===== src/design/assert_macros.svh =====
// ----------------------------------------------------------------------------
// assertion macros
// shared concurrent assertion forms for the design files
// ----------------------------------------------------------------------------
`ifndef ASSERT_MACROS_SVH
`define ASSERT_MACROS_SVH

// same-cycle implication
`define ASSERT_IMPLIES(label, clk, rst, ante, cons) \
   label: assert property (@(posedge clk) disable iff (rst) (ante) |-> (cons)) \
      else $error("%m: assertion failed");

// next-cycle implication
`define ASSERT_NEXT(label, clk, rst, ante, cons) \
   label: assert property (@(posedge clk) disable iff (rst) (ante) |=> (cons)) \
      else $error("%m: assertion failed");

`endif


===== src/design/qsu_pkg.sv =====
// ----------------------------------------------------------------------------
// qsu_pkg
// types and constants for the quoted string unescaper
// ----------------------------------------------------------------------------
package qsu_pkg;

   typedef enum logic [2:0] {
      PH_OPEN = 3'd0,
      PH_BODY = 3'd1,
      PH_ESC  = 3'd2,
      PH_HEX  = 3'd3
   } phase_type;

   typedef enum logic [1:0] {
      KIND_DATA  = 2'd0,
      KIND_CLOSE = 2'd1,
      KIND_ERROR = 2'd2
   } kind_type;

   localparam logic [2:0] ERR_NONE         = 3'd0;
   localparam logic [2:0] ERR_NO_OPEN      = 3'd1;
   localparam logic [2:0] ERR_UNTERMINATED = 3'd2;
   localparam logic [2:0] ERR_BAD_ESCAPE   = 3'd3;
   localparam logic [2:0] ERR_SHORT_UNI    = 3'd4;
   localparam logic [2:0] ERR_NON_HEX      = 3'd5;
   localparam logic [2:0] ERR_NOT_SCALAR   = 3'd6;

   localparam logic [7:0] CH_QUOTE     = 8'h22;
   localparam logic [7:0] CH_BACKSLASH = 8'h5C;
   localparam logic [7:0] CH_NEWLINE   = 8'h0A;
   localparam logic [7:0] CH_LOW_B     = 8'h62;
   localparam logic [7:0] CH_LOW_F     = 8'h66;
   localparam logic [7:0] CH_LOW_N     = 8'h6E;
   localparam logic [7:0] CH_LOW_R     = 8'h72;
   localparam logic [7:0] CH_LOW_T     = 8'h74;
   localparam logic [7:0] CH_LOW_U     = 8'h75;
   localparam logic [7:0] CH_UP_U      = 8'h55;
   localparam logic [7:0] CH_BS        = 8'h08;
   localparam logic [7:0] CH_FF        = 8'h0C;
   localparam logic [7:0] CH_CR        = 8'h0D;
   localparam logic [7:0] CH_TAB       = 8'h09;

   localparam logic [31:0] CP_MAX       = 32'h0010_FFFF;
   localparam logic [31:0] CP_SURR_LO   = 32'h0000_D800;
   localparam logic [31:0] CP_SURR_HI   = 32'h0000_DFFF;
   localparam logic [31:0] CP_LIM_1     = 32'h0000_0080;
   localparam logic [31:0] CP_LIM_2     = 32'h0000_0800;
   localparam logic [31:0] CP_LIM_3     = 32'h0001_0000;

   localparam logic [3:0] DIGITS_SHORT = 4'd4;
   localparam logic [3:0] DIGITS_LONG  = 4'd8;

   localparam int unsigned BURST_MAX = 4;

endpackage


===== src/design/quoted_string_unescape_utf8.sv =====
// ----------------------------------------------------------------------------
// quoted_string_unescape_utf8
// decodes one double-quoted basic string, byte by byte, into utf-8 bytes
// ----------------------------------------------------------------------------
// One source byte is taken per clock through an input register, unless a busy
// result buffer holds the input, and is decoded in a single pass into a result
// buffer of up to four entries. Items that give no result or one result
// sustain one item per cycle while rsp_ready is high; a unicode escape that
// ends in an n-byte utf-8 sequence holds the result channel until all n bytes
// drain, one entry per cycle while rsp_ready is high, and the input register
// still takes the following item.
`include "assert_macros.svh"

module quoted_string_unescape_utf8 (
   input  logic       clock,
   input  logic       reset,
   input  logic       req_valid,
   output logic       req_ready,
   input  logic [7:0] req_in_byte,
   input  logic       req_end_of_input,
   output logic       rsp_valid,
   input  logic       rsp_ready,
   output logic [7:0] rsp_out_byte,
   output logic [1:0] rsp_result_kind,
   output logic [2:0] rsp_error_code,
   output logic       rsp_last
);

   // input register
   logic       in_valid_ff, in_valid_in;
   logic [7:0] in_byte_ff;
   logic       in_end_ff;

   // decode state
   qsu_pkg::phase_type phase_ff, phase_in;
   logic [3:0]         digits_left_ff, digits_left_in;
   logic [31:0]        code_accum_ff, code_accum_in;

   // result buffer
   logic [7:0]        buf_byte_ff [qsu_pkg::BURST_MAX];
   logic [7:0]        buf_byte_in [qsu_pkg::BURST_MAX];
   qsu_pkg::kind_type buf_kind_ff, buf_kind_in;
   logic [2:0]        buf_err_ff, buf_err_in;
   logic [2:0]        cnt_ff, cnt_in;

   // single-pass decode results
   logic [2:0]        nres;
   qsu_pkg::kind_type res_kind;
   logic [2:0]        res_err;
   logic [7:0]        res_byte [qsu_pkg::BURST_MAX];

   logic        hex_ok;
   logic [3:0]  hex_val;
   logic [31:0] acc_shift;
   logic [3:0]  dl_dec;
   logic        bad_cp;

   logic rsp_fire, buf_free, advance, load, req_fire;

   assign rsp_valid       = (cnt_ff != 3'd0);
   assign rsp_out_byte    = buf_byte_ff[0];
   assign rsp_result_kind = buf_kind_ff;
   assign rsp_error_code  = buf_err_ff;
   assign rsp_last        = (cnt_ff == 3'd1);

   assign rsp_fire  = rsp_valid && rsp_ready;
   assign buf_free  = (cnt_ff == 3'd0) || ((cnt_ff == 3'd1) && rsp_ready);
   assign advance   = in_valid_ff && (buf_free || (nres == 3'd0));
   assign load      = advance && (nres != 3'd0);
   assign req_ready = !in_valid_ff || advance;
   assign req_fire  = req_valid && req_ready;

   // hex digit decode
   always_comb begin
      hex_ok  = 1'b1;
      hex_val = 4'd0;
      if (in_byte_ff >= 8'h30 && in_byte_ff <= 8'h39) begin
         hex_val = in_byte_ff[3:0];
      end else if ((in_byte_ff >= 8'h61 && in_byte_ff <= 8'h66) ||
                   (in_byte_ff >= 8'h41 && in_byte_ff <= 8'h46)) begin
         hex_val = in_byte_ff[3:0] + 4'd9;
      end else begin
         hex_ok = 1'b0;
      end
   end

   assign acc_shift = {code_accum_ff[27:0], hex_val};
   assign dl_dec    = (digits_left_ff != 4'd0) ? (digits_left_ff - 4'd1) : 4'd0;
   assign bad_cp    = (acc_shift > qsu_pkg::CP_MAX) ||
                      ((acc_shift >= qsu_pkg::CP_SURR_LO) &&
                       (acc_shift <= qsu_pkg::CP_SURR_HI));

   // next state and results for the item in the input register
   always_comb begin
      phase_in       = phase_ff;
      digits_left_in = digits_left_ff;
      code_accum_in  = code_accum_ff;
      nres           = 3'd0;
      res_kind       = qsu_pkg::KIND_DATA;
      res_err        = qsu_pkg::ERR_NONE;
      for (int i = 0; i < qsu_pkg::BURST_MAX; i++) begin
         res_byte[i] = 8'h00;
      end

      case (phase_ff)
         qsu_pkg::PH_BODY: begin
            if (in_end_ff || in_byte_ff == qsu_pkg::CH_NEWLINE) begin
               nres = 3'd1; res_kind = qsu_pkg::KIND_ERROR;
               res_err = qsu_pkg::ERR_UNTERMINATED;
               phase_in = qsu_pkg::PH_OPEN; digits_left_in = 4'd0;
               code_accum_in = 32'd0;
            end else if (in_byte_ff == qsu_pkg::CH_QUOTE) begin
               nres = 3'd1; res_kind = qsu_pkg::KIND_CLOSE;
               phase_in = qsu_pkg::PH_OPEN;
            end else if (in_byte_ff == qsu_pkg::CH_BACKSLASH) begin
               phase_in = qsu_pkg::PH_ESC;
            end else begin
               nres = 3'd1; res_byte[0] = in_byte_ff;
            end
         end
         qsu_pkg::PH_ESC: begin
            if (in_end_ff) begin
               nres = 3'd1; res_kind = qsu_pkg::KIND_ERROR;
               res_err = qsu_pkg::ERR_UNTERMINATED;
               phase_in = qsu_pkg::PH_OPEN; digits_left_in = 4'd0;
               code_accum_in = 32'd0;
            end else begin
               phase_in = qsu_pkg::PH_BODY;
               nres = 3'd1;
               case (in_byte_ff)
                  qsu_pkg::CH_QUOTE:     res_byte[0] = qsu_pkg::CH_QUOTE;
                  qsu_pkg::CH_BACKSLASH: res_byte[0] = qsu_pkg::CH_BACKSLASH;
                  qsu_pkg::CH_LOW_B:     res_byte[0] = qsu_pkg::CH_BS;
                  qsu_pkg::CH_LOW_F:     res_byte[0] = qsu_pkg::CH_FF;
                  qsu_pkg::CH_LOW_N:     res_byte[0] = qsu_pkg::CH_NEWLINE;
                  qsu_pkg::CH_LOW_R:     res_byte[0] = qsu_pkg::CH_CR;
                  qsu_pkg::CH_LOW_T:     res_byte[0] = qsu_pkg::CH_TAB;
                  qsu_pkg::CH_LOW_U: begin
                     nres = 3'd0; phase_in = qsu_pkg::PH_HEX;
                     digits_left_in = qsu_pkg::DIGITS_SHORT; code_accum_in = 32'd0;
                  end
                  qsu_pkg::CH_UP_U: begin
                     nres = 3'd0; phase_in = qsu_pkg::PH_HEX;
                     digits_left_in = qsu_pkg::DIGITS_LONG; code_accum_in = 32'd0;
                  end
                  default: begin
                     res_kind = qsu_pkg::KIND_ERROR;
                     res_err = qsu_pkg::ERR_BAD_ESCAPE;
                     phase_in = qsu_pkg::PH_OPEN; digits_left_in = 4'd0;
                     code_accum_in = 32'd0;
                  end
               endcase
            end
         end
         qsu_pkg::PH_HEX: begin
            if (in_end_ff || !hex_ok) begin
               nres = 3'd1; res_kind = qsu_pkg::KIND_ERROR;
               res_err = in_end_ff ? qsu_pkg::ERR_SHORT_UNI : qsu_pkg::ERR_NON_HEX;
               phase_in = qsu_pkg::PH_OPEN; digits_left_in = 4'd0;
               code_accum_in = 32'd0;
            end else if (dl_dec != 4'd0) begin
               digits_left_in = dl_dec;
               code_accum_in  = acc_shift;
            end else if (bad_cp) begin
               nres = 3'd1; res_kind = qsu_pkg::KIND_ERROR;
               res_err = qsu_pkg::ERR_NOT_SCALAR;
               phase_in = qsu_pkg::PH_OPEN; digits_left_in = 4'd0;
               code_accum_in = 32'd0;
            end else begin
               phase_in = qsu_pkg::PH_BODY;
               digits_left_in = 4'd0;
               code_accum_in = 32'd0;
               if (acc_shift < qsu_pkg::CP_LIM_1) begin
                  nres = 3'd1;
                  res_byte[0] = acc_shift[7:0];
               end else if (acc_shift < qsu_pkg::CP_LIM_2) begin
                  nres = 3'd2;
                  res_byte[0] = {3'b110, acc_shift[10:6]};
                  res_byte[1] = {2'b10, acc_shift[5:0]};
               end else if (acc_shift < qsu_pkg::CP_LIM_3) begin
                  nres = 3'd3;
                  res_byte[0] = {4'b1110, acc_shift[15:12]};
                  res_byte[1] = {2'b10, acc_shift[11:6]};
                  res_byte[2] = {2'b10, acc_shift[5:0]};
               end else begin
                  nres = 3'd4;
                  res_byte[0] = {5'b11110, acc_shift[20:18]};
                  res_byte[1] = {2'b10, acc_shift[17:12]};
                  res_byte[2] = {2'b10, acc_shift[11:6]};
                  res_byte[3] = {2'b10, acc_shift[5:0]};
               end
            end
         end
         default: begin
            if (in_end_ff || in_byte_ff != qsu_pkg::CH_QUOTE) begin
               nres = 3'd1; res_kind = qsu_pkg::KIND_ERROR;
               res_err = qsu_pkg::ERR_NO_OPEN;
               phase_in = qsu_pkg::PH_OPEN; digits_left_in = 4'd0;
               code_accum_in = 32'd0;
            end else begin
               phase_in = qsu_pkg::PH_BODY;
            end
         end
      endcase
   end

   // input register and result buffer next values
   always_comb begin
      in_valid_in = in_valid_ff;
      if (req_fire) begin
         in_valid_in = 1'b1;
      end else if (advance) begin
         in_valid_in = 1'b0;
      end

      cnt_in      = cnt_ff;
      buf_kind_in = buf_kind_ff;
      buf_err_in  = buf_err_ff;
      for (int i = 0; i < qsu_pkg::BURST_MAX; i++) begin
         buf_byte_in[i] = buf_byte_ff[i];
      end
      if (load) begin
         cnt_in      = nres;
         buf_kind_in = res_kind;
         buf_err_in  = res_err;
         for (int i = 0; i < qsu_pkg::BURST_MAX; i++) begin
            buf_byte_in[i] = res_byte[i];
         end
      end else if (rsp_fire) begin
         cnt_in = cnt_ff - 3'd1;
         for (int i = 0; i < qsu_pkg::BURST_MAX - 1; i++) begin
            buf_byte_in[i] = buf_byte_ff[i + 1];
         end
      end
   end

   always_ff @(posedge clock) begin
      if (reset) begin
         in_valid_ff    <= 1'b0;
         phase_ff       <= qsu_pkg::PH_OPEN;
         digits_left_ff <= 4'd0;
         code_accum_ff  <= 32'd0;
         cnt_ff         <= 3'd0;
      end else begin
         in_valid_ff <= in_valid_in;
         cnt_ff      <= cnt_in;
         if (advance) begin
            phase_ff       <= phase_in;
            digits_left_ff <= digits_left_in;
            code_accum_ff  <= code_accum_in;
         end
      end
   end

   always_ff @(posedge clock) begin
      if (req_fire) begin
         in_byte_ff <= req_in_byte;
         in_end_ff  <= req_end_of_input;
      end
      buf_kind_ff <= buf_kind_in;
      buf_err_ff  <= buf_err_in;
      for (int i = 0; i < qsu_pkg::BURST_MAX; i++) begin
         buf_byte_ff[i] <= buf_byte_in[i];
      end
   end

   // assertions
   `ASSERT_IMPLIES(a_single_status, clock, reset, (cnt_ff != 3'd0) && (buf_kind_ff != qsu_pkg::KIND_DATA), cnt_ff == 3'd1)
   `ASSERT_NEXT(a_error_reopens, clock, reset, load && (res_kind == qsu_pkg::KIND_ERROR), phase_ff == qsu_pkg::PH_OPEN)
   `ASSERT_NEXT(a_hex_pending, clock, reset, advance && (nres == 3'd0) && (phase_ff == qsu_pkg::PH_HEX), (phase_ff == qsu_pkg::PH_HEX) && (digits_left_ff != 4'd0))

endmodule

===== config.mk =====
export PLATFORM = sky130hd
export DESIGN_NAME = quoted_string_unescape_utf8
export DESIGN_NICKNAME = d
export VERILOG_FILES = /design/src/design/qsu_pkg.sv /design/src/design/quoted_string_unescape_utf8.sv
export VERILOG_INCLUDE_DIRS = /design/src /design/src/design
export SDC_FILE = /design/constraint.sdc
export NUM_CORES = 1
export LEC_CHECK = 0
export BUFFER_PORTS_ARGS = -buffer_cell sky130_fd_sc_hd__buf_2
export CORE_UTILIZATION = 60
export DETAILED_ROUTE_END_ITERATION = 8
export GPL_TIMING_DRIVEN = 0
export PLACE_DENSITY_LB_ADDON = 0.1
export SLEW_MARGIN = 0
export SYNTH_ARGS = -nofsm -noshare
export SYNTH_HDL_FRONTEND = slang
export SYNTH_SLANG_ARGS = --single-unit

===== constraint.sdc =====
create_clock -name clock -period 3.8 [get_ports clock]
set_input_delay 0.76 -clock clock [delete_from_list [all_inputs] [get_ports clock]]
set_output_delay 0.76 -clock clock [all_outputs]
set_load 0.02 [all_outputs]

==> results.toml, run 1 <==
[clock_network]
root_buffer = "clkbuf_8"
cts_buffer_depth = 2
cts_sinks = 81
insertion_delay_ps = 360
numCtsBuffers = 9
cts_tree = "built"
htreeDepth = 3
path_clk_slew_ps = 90

[logic_synthesis]
synth_fp_nets = 509
synth_cells = 485
synth_cell_types = 70
synth_top_area_share_pct = 27.6
yosysSeqAreaShare_pct = 43.8
synth_area_leader_cell = "edfxtp_1"
ys.flop_type = "edfxtp_1"
syn-cell-area_mm2 = 0.00468
ys_ff_latch = 81
ys_warn_count = 0
syn_area_per_cell_um2 = 9.65
synth_edf_count = 43
synth.area.top_cells = "edfxtp_1 (28%), dfxtp_1 (16%), a41o_1 (4.3%)"
synthArstFlopShare_pct = 0

[final_layout]
nets = 553
diodes = 0
drive_gt1_share_pct = 16.7
area_growth_pct = 11.0
final_cell_mix = "edfxtp_1 (43), nand2_1 (40), buf_2 (39)"
layout_commonest_cell = "edfxtp_1"

[hold_path]
hold_path.class = "reg -> reg"
min_path_cells = 2

[timing]
finalHoldViolCount = 0
maxClockFrequency_mhz = 278
max_slew_margin_pct = 38.5
slew_viol_final = 0
max_slew.worst_pin.slew_ps = 918
finalSetupViolCount = 0
hold_slack_ps = 503
min_period_ps = 3590
setup_ws_ps = 207
finalClockSkew_ps = 13.0
period_share_pct = 94.6

[route]
drtPass1Iterations = 6
drt_iter0_markers = 317
drcViolationCount = 0
drt-total-wl_mm = 12.2
viasPerCell = 6.72
num_vias = 4252
wl_per_cell_um = 19.3
antenna_left = 0

[die]
initial_core_util_pct = 63.2
die_area_mm2 = 0.00816
rows = 31
die_w_um = 90.3
die_h_um = 90.3
core_mm2 = 0.00741
ioPinCount = 29

[setup_path]
cpPeakStageDelay_ps = 450
cp_top_family = "simple AND/OR/NAND/NOR gates"
slowest_stage = "edfxtp_1"
cp_num_cells = 10
cp-start-kind = "flop"
cp.required_ps = 3040
r2r_slack_ps = 240
cp_common_cell = "buf_2"
worst_r2r_path_depth = 13
path_max_fanout = 7
endpoint_kind = "primary output"
crit_chain = "inv_1, ha_1, or4b_1, buf_2, nor4b_1, o32ai_1, a41oi_2, nand2_1, nand3_1, buf_2"
worst-endpoint-arrival_ps = 2830
path_buf_inv = 3
worstSetupPathType = "reg -> out"

[place]
dp_hpwl_mm = 8.81
port_buffers = 28
gp_congestion = 0.922
place_ws_ps = -253

[power_and_ir_drop]
powerDensity_mw_per_mm2 = 520
total_power_mw = 2.71
p_leak_nw = 2.19
ir_drop_uv = 290

[grt]
met1_usage_pct = 41.8
grt_most_used_layer = "met2"
antenna_found_initial = 0
gr-usage-met2_pct = 49.3
grt_pass1_vias = 3838
overflow = 0
grtUsageTotal_pct = 31.4
grt_max_degree = 23
grt_pass1_wl_mm = 20.1
grtUsageMet3_pct = 6.31

[outcome]
status = "finished, final reports clean"

[flow_run]
max_cap_viol_count = 0
registers in the layout (all words and copies together), names as in the netlist:
register,flops
buf_byte_ff,29
in_byte_ff,8
in_end_ff,1
digits_left_ff,4
cnt_ff,3
in_valid_ff,1
code_accum_ff,28
phase_ff,2
rsp_result_kind,2
rsp_error_code,3
report_power, final:
group	switching, mW	total (mW)	internal (mW)	leakage (nW)
Clock	0.343	0.654	0.311	0.0994
Sequential	0.0699	1.25	1.18	0.716
Combinational	0.546	0.806	0.260	1.38
per-layer routing:
layer	wire, um	vias up	share of wire, %
met3	1010	35	8.2
met5	0	-	0
met1	5150	2022	42
met2	5620	202	46
li1	-	1993	-
met4	473	0	3.9
cells in the mapped netlist (3+ instances only):
library cell,n
nand4_1,7
dfxtp_1,38
ha_1,11
nor3_1,12
and2_1,4
or4_1,5
buf_2,11
nand2b_1,3
a22o_1,5
o21ai_0,19
a21o_1,6
inv_1,14
o211a_1,17
or3_1,3
o22ai_1,4
and3_1,4
nand4b_1,3
a21oi_1,38
or3b_2,3
nor4b_1,4
clkbuf_1,23
a22oi_1,4
a41o_1,20
nor2_1,32
a31o_2,3
nand3b_1,3
or2_2,5
o211ai_1,8
edfxtp_1,43
nand2_1,41
nor4_1,7
o41ai_1,6
a211oi_1,5
nand3_1,6
mux2i_1,3
o31ai_1,15
nor2b_1,6
a31oi_1,4
buf_1,3
worst paths after layout:
check,end,start
worst max-delay path,req_ready,in_byte_ff[0]
worst min-delay path,digits_left_ff[0],digits_left_ff[0]
worst max register to register,buf_byte_ff[3][2],in_byte_ff[0]
worst min register to register,digits_left_ff[0],digits_left_ff[0]
worst register-to-register path: stages, from the launching register on:
cell,delay (ps)
edfxtp_1,450
inv_1,110
ha_1,220
or4b_1,440
buf_2,170
nor4b_1,140
o32ai_1,430
a41oi_2,110
buf_4,190
a21bo_2,230
buf_2,200
clkbuf_2,250
clkinvlp_4,110
buf_4,210
layout make-up:
type	instances	area [um2]
repair buffers	33	178
fillers	578	2210
clock buffers	9	124
inverters	14	56.3
plain buffers	37	154
well taps	99	124
flip-flops and latches	81	2050
multi-input cells	353	2430
clock inverters	7	78.8
cell families after synthesis:
group           after synthesis  synth area share (%)
flops                        81                  43.8
fa+ha+maj                    11                  2.94
xor+xnor                      3                 0.561
compound gates              173                  27.9
simple gates                162                  19.5
buf+inv                      51                  4.38
mux                           4                 0.882
what timing repair did:
item                       CTS  global route
hold buffers                 0             0
cloned                       0             0
setup endpoints to repair   22            35
gates resized for setup      2             3
setup buffers                0             5
metrics by stage:
step | utilization [%] | area [um2] | setup TNS, ps | instances
final | 70.2 | 5200 | 0 | 633
after global routing | 70.2 | 5200 | -4.21 | 633
after CTS | 69.6 | 5160 | -4.64 | 628
after detailed placement | 66.8 | 4950 | -5560 | 612
after global placement | 66.8 | 4950 | -3980 | 612
after floorplan | - | 4680 | 0 | 485
No activity file was read; power rests on OpenSTA's default activity.
==> inputs of run 2 (changes only) <==
--- a/config.mk
+++ b/config.mk
@@ -6,6 +6,7 @@
 export SDC_FILE = /design/constraint.sdc
 export NUM_CORES = 1
 export LEC_CHECK = 0
+export ABC_AREA = 1
 export BUFFER_PORTS_ARGS = -buffer_cell sky130_fd_sc_hd__buf_2
 export CORE_UTILIZATION = 60
 export DETAILED_ROUTE_END_ITERATION = 8
==> run 2 against run 1 <==
  * Worst hold slack better by 15 ps
  * Setup slack better by 240 ps
  * Global-route usage down 0.64 points
  * Clock-buffer cell count unchanged
  * Flip-flop and latch count unchanged
  * Non-clock buffer count down 22
  * Maximum frequency up 7.0%
  * Wire length down 1.7%
  * Cell area up 1.9%
  * Critical path type unchanged
  * Critical endpoint unchanged
==> results.toml, run 2 <==
[timing]
period_share_pct = 88.3
max_slew.worst_pin.slew_ps = 876
finalSetupViolCount = 0
finalSetupTns_ps = 0
max_slew_margin_pct = 41.4
rsz0062_at_grt = "no"
finalHoldViolCount = 0
min_period_ps = 3360
finalClockSkew_ps = 12.3
maxClockFrequency_mhz = 298
slew_viol_final = 0
setup_ws_ps = 443

[logic_synthesis]
synth_cell_types = 41
synth_cells = 688
synth_fp_nets = 712
yosysMostFrequentCell = "nand2_1"
syn_area_per_cell_um2 = 7.02
synth.area.top_cells = "edfxtp_1 (27%), dfxtp_1 (16%), nand2_1 (15%)"
synthArstFlopShare_pct = 0
syn-cell-area_mm2 = 0.00483
synth_area_leader_cell = "edfxtp_1"
ys_warn_count = 0
synth_top_area_share_pct = 26.7
ys.flop_type = "edfxtp_1"
yosysSeqAreaShare_pct = 42.5
synthTopCellsByCount = "nand2_1 (191), nor2_1 (154), inv_1 (82), edfxtp_1 (43), dfxtp_1 (38)"
synth_edf_count = 43
ys_ff_latch = 81

[grt]
overflow = 0
grt_pass1_vias = 4212
grt_max_degree = 23
grtUsageTotal_pct = 30.8
grt_pass1_wl_mm = 20.1
antenna_found_initial = 0

[setup_path]
worst-endpoint-arrival_ps = 2600
worstSetupPathType = "reg -> out"
cp.required_ps = 3040
cp-start-kind = "flop"
path_max_fanout = 9
worst_r2r_path_depth = 13
endpoint_kind = "primary output"

[route]
antenna_left = 0
viasPerCell = 5.41
drtPass1Iterations = 5
num_vias = 4511
wl_per_cell_um = 14.4
drt-total-wl_mm = 12.0
drt_iter0_markers = 378
drcViolationCount = 0

[final_layout]
max_flop_register = "buf_byte_ff"
layout_commonest_cell = "nand2_1"
final_cell_mix = "nand2_1 (191), nor2_1 (154), inv_1 (82)"
drive_gt1_share_pct = 10.8
reg_top3 = "buf_byte_ff: 29 flops, code_accum_ff: 28 flops, in_byte_ff: 8 flops"
largest_reg_flops = 29
area_growth_pct = 9.71
finish.utilization_pct = 68.2
nets = 751
diodes = 0
stdcell_area_mm2 = 0.00530

[die]
initial_core_util_pct = 62.2
die_area_mm2 = 0.00841
die_w_um = 91.7
ioPinCount = 29
rows = 32
core_mm2 = 0.00777
die_h_um = 91.7

[hold_path]
hold_path.class = "reg -> reg"
min_path_cells = 4

[clock_network]
cts_sinks = 81
cts_resized = 0
hold_buffers = 0
path_clk_slew_ps = 80
cts_buffer_depth = 2
insertion_delay_ps = 360
numCtsBuffers = 9
cts_tree = "built"
root_buffer = "clkbuf_8"
cts_setup_buffers = 0
htreeDepth = 3

[power_and_ir_drop]
ir_drop_uv = 412
powerDensity_mw_per_mm2 = 755
p_leak_nw = 2.56

[outcome]
status = "finished, final reports clean"

[place]
place_ws_ps = 485
gp_congestion = 0.963
port_buffers = 28
placed_area_mm2 = 0.00510
dp_hpwl_mm = 9.15

[flow_run]
max_cap_viol_count = 0
==> run 2: cells by family after synthesis <==
family / Yosys count / synth area share, %
and+or+nand+nor: 417 / 36.7
buffers and inverters: 108 / 9.15
DFF: 81 / 42.5
AOI/OAI and AO/OA: 70 / 8.65
adders and majority gates: 11 / 2.85
xor gates and xnor gates: 1 / 0.181
==> run 2: final timing paths <==
path / startpoint / end / slack, ps
worst max-delay path: in_byte_ff[0] / req_ready / 440
worst max register to register: in_byte_ff[0] / buf_byte_ff[0][7] / 490
worst min-delay path: code_accum_ff[24] / code_accum_ff[24] / 520
worst min register to register: code_accum_ff[24] / code_accum_ff[24] / 520
==> run 2: power by group <==
part / internal (mW) / total (mW) / switching [mW] / leakage, nW
clock network: 0.310 / 0.647 / 0.337 / 0.0968
logic: 0.593 / 1.93 / 1.34 / 1.74
registers: 1.28 / 1.42 / 0.147 / 0.722
total: 2.18 / 4.00 / 1.82 / 2.56
==> run 2: layout make-up <==
type                            instances  area (um2)
Fill cell                             685        2470
Multi-Input combinational cell        499        2340
Sequential cell                        81        2050
Inverter                               88         330
Timing Repair Buffer                   28         140
Tap cell                              102         128
Clock buffer                            9         124
Buffer                                 20         111
Clock inverter                          7        77.6
==> run 2: critical path, cell delays in order (launching register included) <==
cell	delay, ps
edfxtp_1	510
inv_1	160
ha_1	190
inv_1	70
nand3_1	110
nand3_4	150
nand2_4	150
nand2_4	70
nor2_4	190
nand2_1	140
nand4_4	170
nand3_1	130
buf_2	190
==> run 2: metal layers <==
layer / vias to the layer above / routed length [um] / GRT usage (%)
met5: - / 0 / 0
li1: 2271 / - / -
met2: 153 / 5570 / 50.8
met1: 2060 / 5410 / 40.4
met4: 0 / 344 / 12.8
met3: 27 / 710 / 4.98
==> run 2: through the flow <==
step	total power [mW]	hold slack, ps	std cells
6_report	4.00	519	834
2_1_floorplan	2.84	489	688
5_1_grt	4.33	550	834
3_5_place_dp	3.34	502	818
3_3_place_gp	3.28	499	818
4_1_cts	3.99	517	834
==> inputs of run 3 (changes only) <==
--- a/config.mk
+++ b/config.mk
@@ -11,7 +11,7 @@
 export CORE_UTILIZATION = 60
 export DETAILED_ROUTE_END_ITERATION = 8
 export GPL_TIMING_DRIVEN = 0
-export PLACE_DENSITY_LB_ADDON = 0.1
+export PLACE_DENSITY = 0.89
 export SLEW_MARGIN = 0
 export SYNTH_ARGS = -nofsm -noshare
 export SYNTH_HDL_FRONTEND = slang
==> run 3 against run 2 <==
  * Sequential power is essentially flat
  * Clock skew grew 3.8 ps
  * First-iteration DRC count shrank 2.1%
  * Setup slack gained 54 ps
  * Largest power group unchanged
  * Maximum frequency grew 1.6%
  * Critical endpoint unchanged
==> results.toml, run 3 (synthesis results as in run 2) <==
[clock_network]
hold_buffers = 0
cts_setup_buffers = 0
root_buffer = "clkbuf_8"
path_clk_slew_ps = 80
numCtsBuffers = 9
cts_tree = "built"
htreeDepth = 3
cts_sinks = 81
insertion_delay_ps = 360
cts_resized = 0
cts_buffer_depth = 2

[route]
drt-total-wl_mm = 12.5
antenna_left = 0
num_vias = 4602
wl_per_cell_um = 15.0
drtPass1Iterations = 5
viasPerCell = 5.52
drcViolationCount = 0
drt_iter0_markers = 370

[final_layout]
area_growth_pct = 10.1
nets = 751
fill_cells = 642
max_flop_register = "buf_byte_ff"
diodes = 0
drive_gt1_share_pct = 10.7
largest_reg_flops = 29
reg_top3 = "buf_byte_ff: 29 flops, code_accum_ff: 28 flops, in_byte_ff: 8 flops"
fin_cells = 834
final_cell_mix = "nand2_1 (191), nor2_1 (154), inv_1 (82)"
layout_commonest_cell = "nand2_1"

[timing]
hold_slack_ps = 519
rsz0062_at_grt = "no"
finalSetupViolCount = 0
maxClockFrequency_mhz = 303
finalClockSkew_ps = 16.1
finalSetupTns_ps = 0
finalHoldViolCount = 0
max_slew_margin_pct = 41.2
period_share_pct = 86.9
max_slew.worst_pin.slew_ps = 879
slew_viol_final = 0
min_period_ps = 3300

[power_and_ir_drop]
power.share.combinational_pct = 48.0
internal_power_mw = 2.24
seq_power_share_pct = 34.9
ir_drop_uv = 370
p_leak_nw = 2.56
powerDensity_mw_per_mm2 = 770
p_clk_share_pct = 17.1
total_power_mw = 4.09
p_sw_share_pct = 45.3
power.switching_mw = 1.85

[die]
die_area_mm2 = 0.00841
die_w_um = 91.7
core_mm2 = 0.00777
initial_core_util_pct = 62.2
die_h_um = 91.7
rows = 32
ioPinCount = 29

[grt]
grt_max_degree = 23
grtUsageTotal_pct = 31.8
antenna_found_initial = 0
overflow = 0
grt_pass1_vias = 4329
grt_pass1_wl_mm = 20.8

[setup_path]
cp.required_ps = 3040
endpoint_kind = "primary output"
cp-start-kind = "flop"
path_max_fanout = 7
worstSetupPathType = "reg -> out"
worst-endpoint-arrival_ps = 2540

[place]
dp_hpwl_mm = 9.34
port_buffers = 28
dp.cells = 818
gp_congestion = 0.971

[outcome]
status = "finished, final reports clean"

[flow_run]
max_cap_viol_count = 0

[hold_path]
hold_path.class = "reg -> reg"
==> run 3: stage by stage <==
| step | utilization (%) | setup WS, ps | cell area [um2] |
|---|---|---|---|
| 6_report | 68.4 | 496 | 5320 |
| 5_1_grt | 68.4 | 278 | 5320 |
| 4_1_cts | 68.4 | 503 | 5320 |
| 3_5_place_dp | 65.6 | 599 | 5100 |
| 3_3_place_gp | 65.6 | 663 | 5100 |
| 2_1_floorplan | - | 1060 | 4830 |
==> run 3: layout make-up <==
| type | count | area, um2 | area share, % |
|---|---|---|---|
| plain buffers | 20 | 111 | 2.10 |
| inverters | 88 | 330 | 6.21 |
| multi-input cells | 499 | 2340 | 44.0 |
| clock inverters | 7 | 93.8 | 1.77 |
| repair buffers | 28 | 140 | 2.64 |
| well taps | 102 | 128 | 2.40 |
| flip-flops and latches | 81 | 2050 | 38.6 |
| clock buffers | 9 | 124 | 2.33 |
==> run 3: critical path, stage by stage, from the launching register on <==
cell and delay [ps]:
edfxtp_1 490, inv_1 150, ha_1 230, nand3_2 110
nor3_1 160, nand2_1 120, nand2_1 150, a21boi_2 250
nand4_4 190, nand3_1 160, buf_2 180
==> run 3: power by group through the flow <==
stage	sequential (mW)	combinational (mW)	clock [mW]
finish	1.43	1.97	0.698
global route	1.45	2.20	0.729
CTS	1.42	1.93	0.698
detailed placement	1.44	1.91	0
global placement	1.42	1.84	0
floorplan	1.46	1.38	0
==> run 3: routing by layer <==
metal	global-route usage, %	routed length [um]	up-vias
met4	16.5	573	0
met2	53.5	5910	226
met1	39.3	5100	2059
met5	0	0	-
met3	4.98	949	49
li1	-	-	2268
==> run 3: path summary, 6_finish.rpt <==
check                           slack, ps           endpoint              start  cells after the start
worst max-delay path                  500          req_ready      in_byte_ff[0]                     10
worst max register to register        550  buf_byte_ff[1][5]      in_byte_ff[1]                     13
worst min register to register        520  code_accum_ff[24]  code_accum_ff[24]                      4
worst min-delay path                  520  code_accum_ff[24]  code_accum_ff[24]                      4
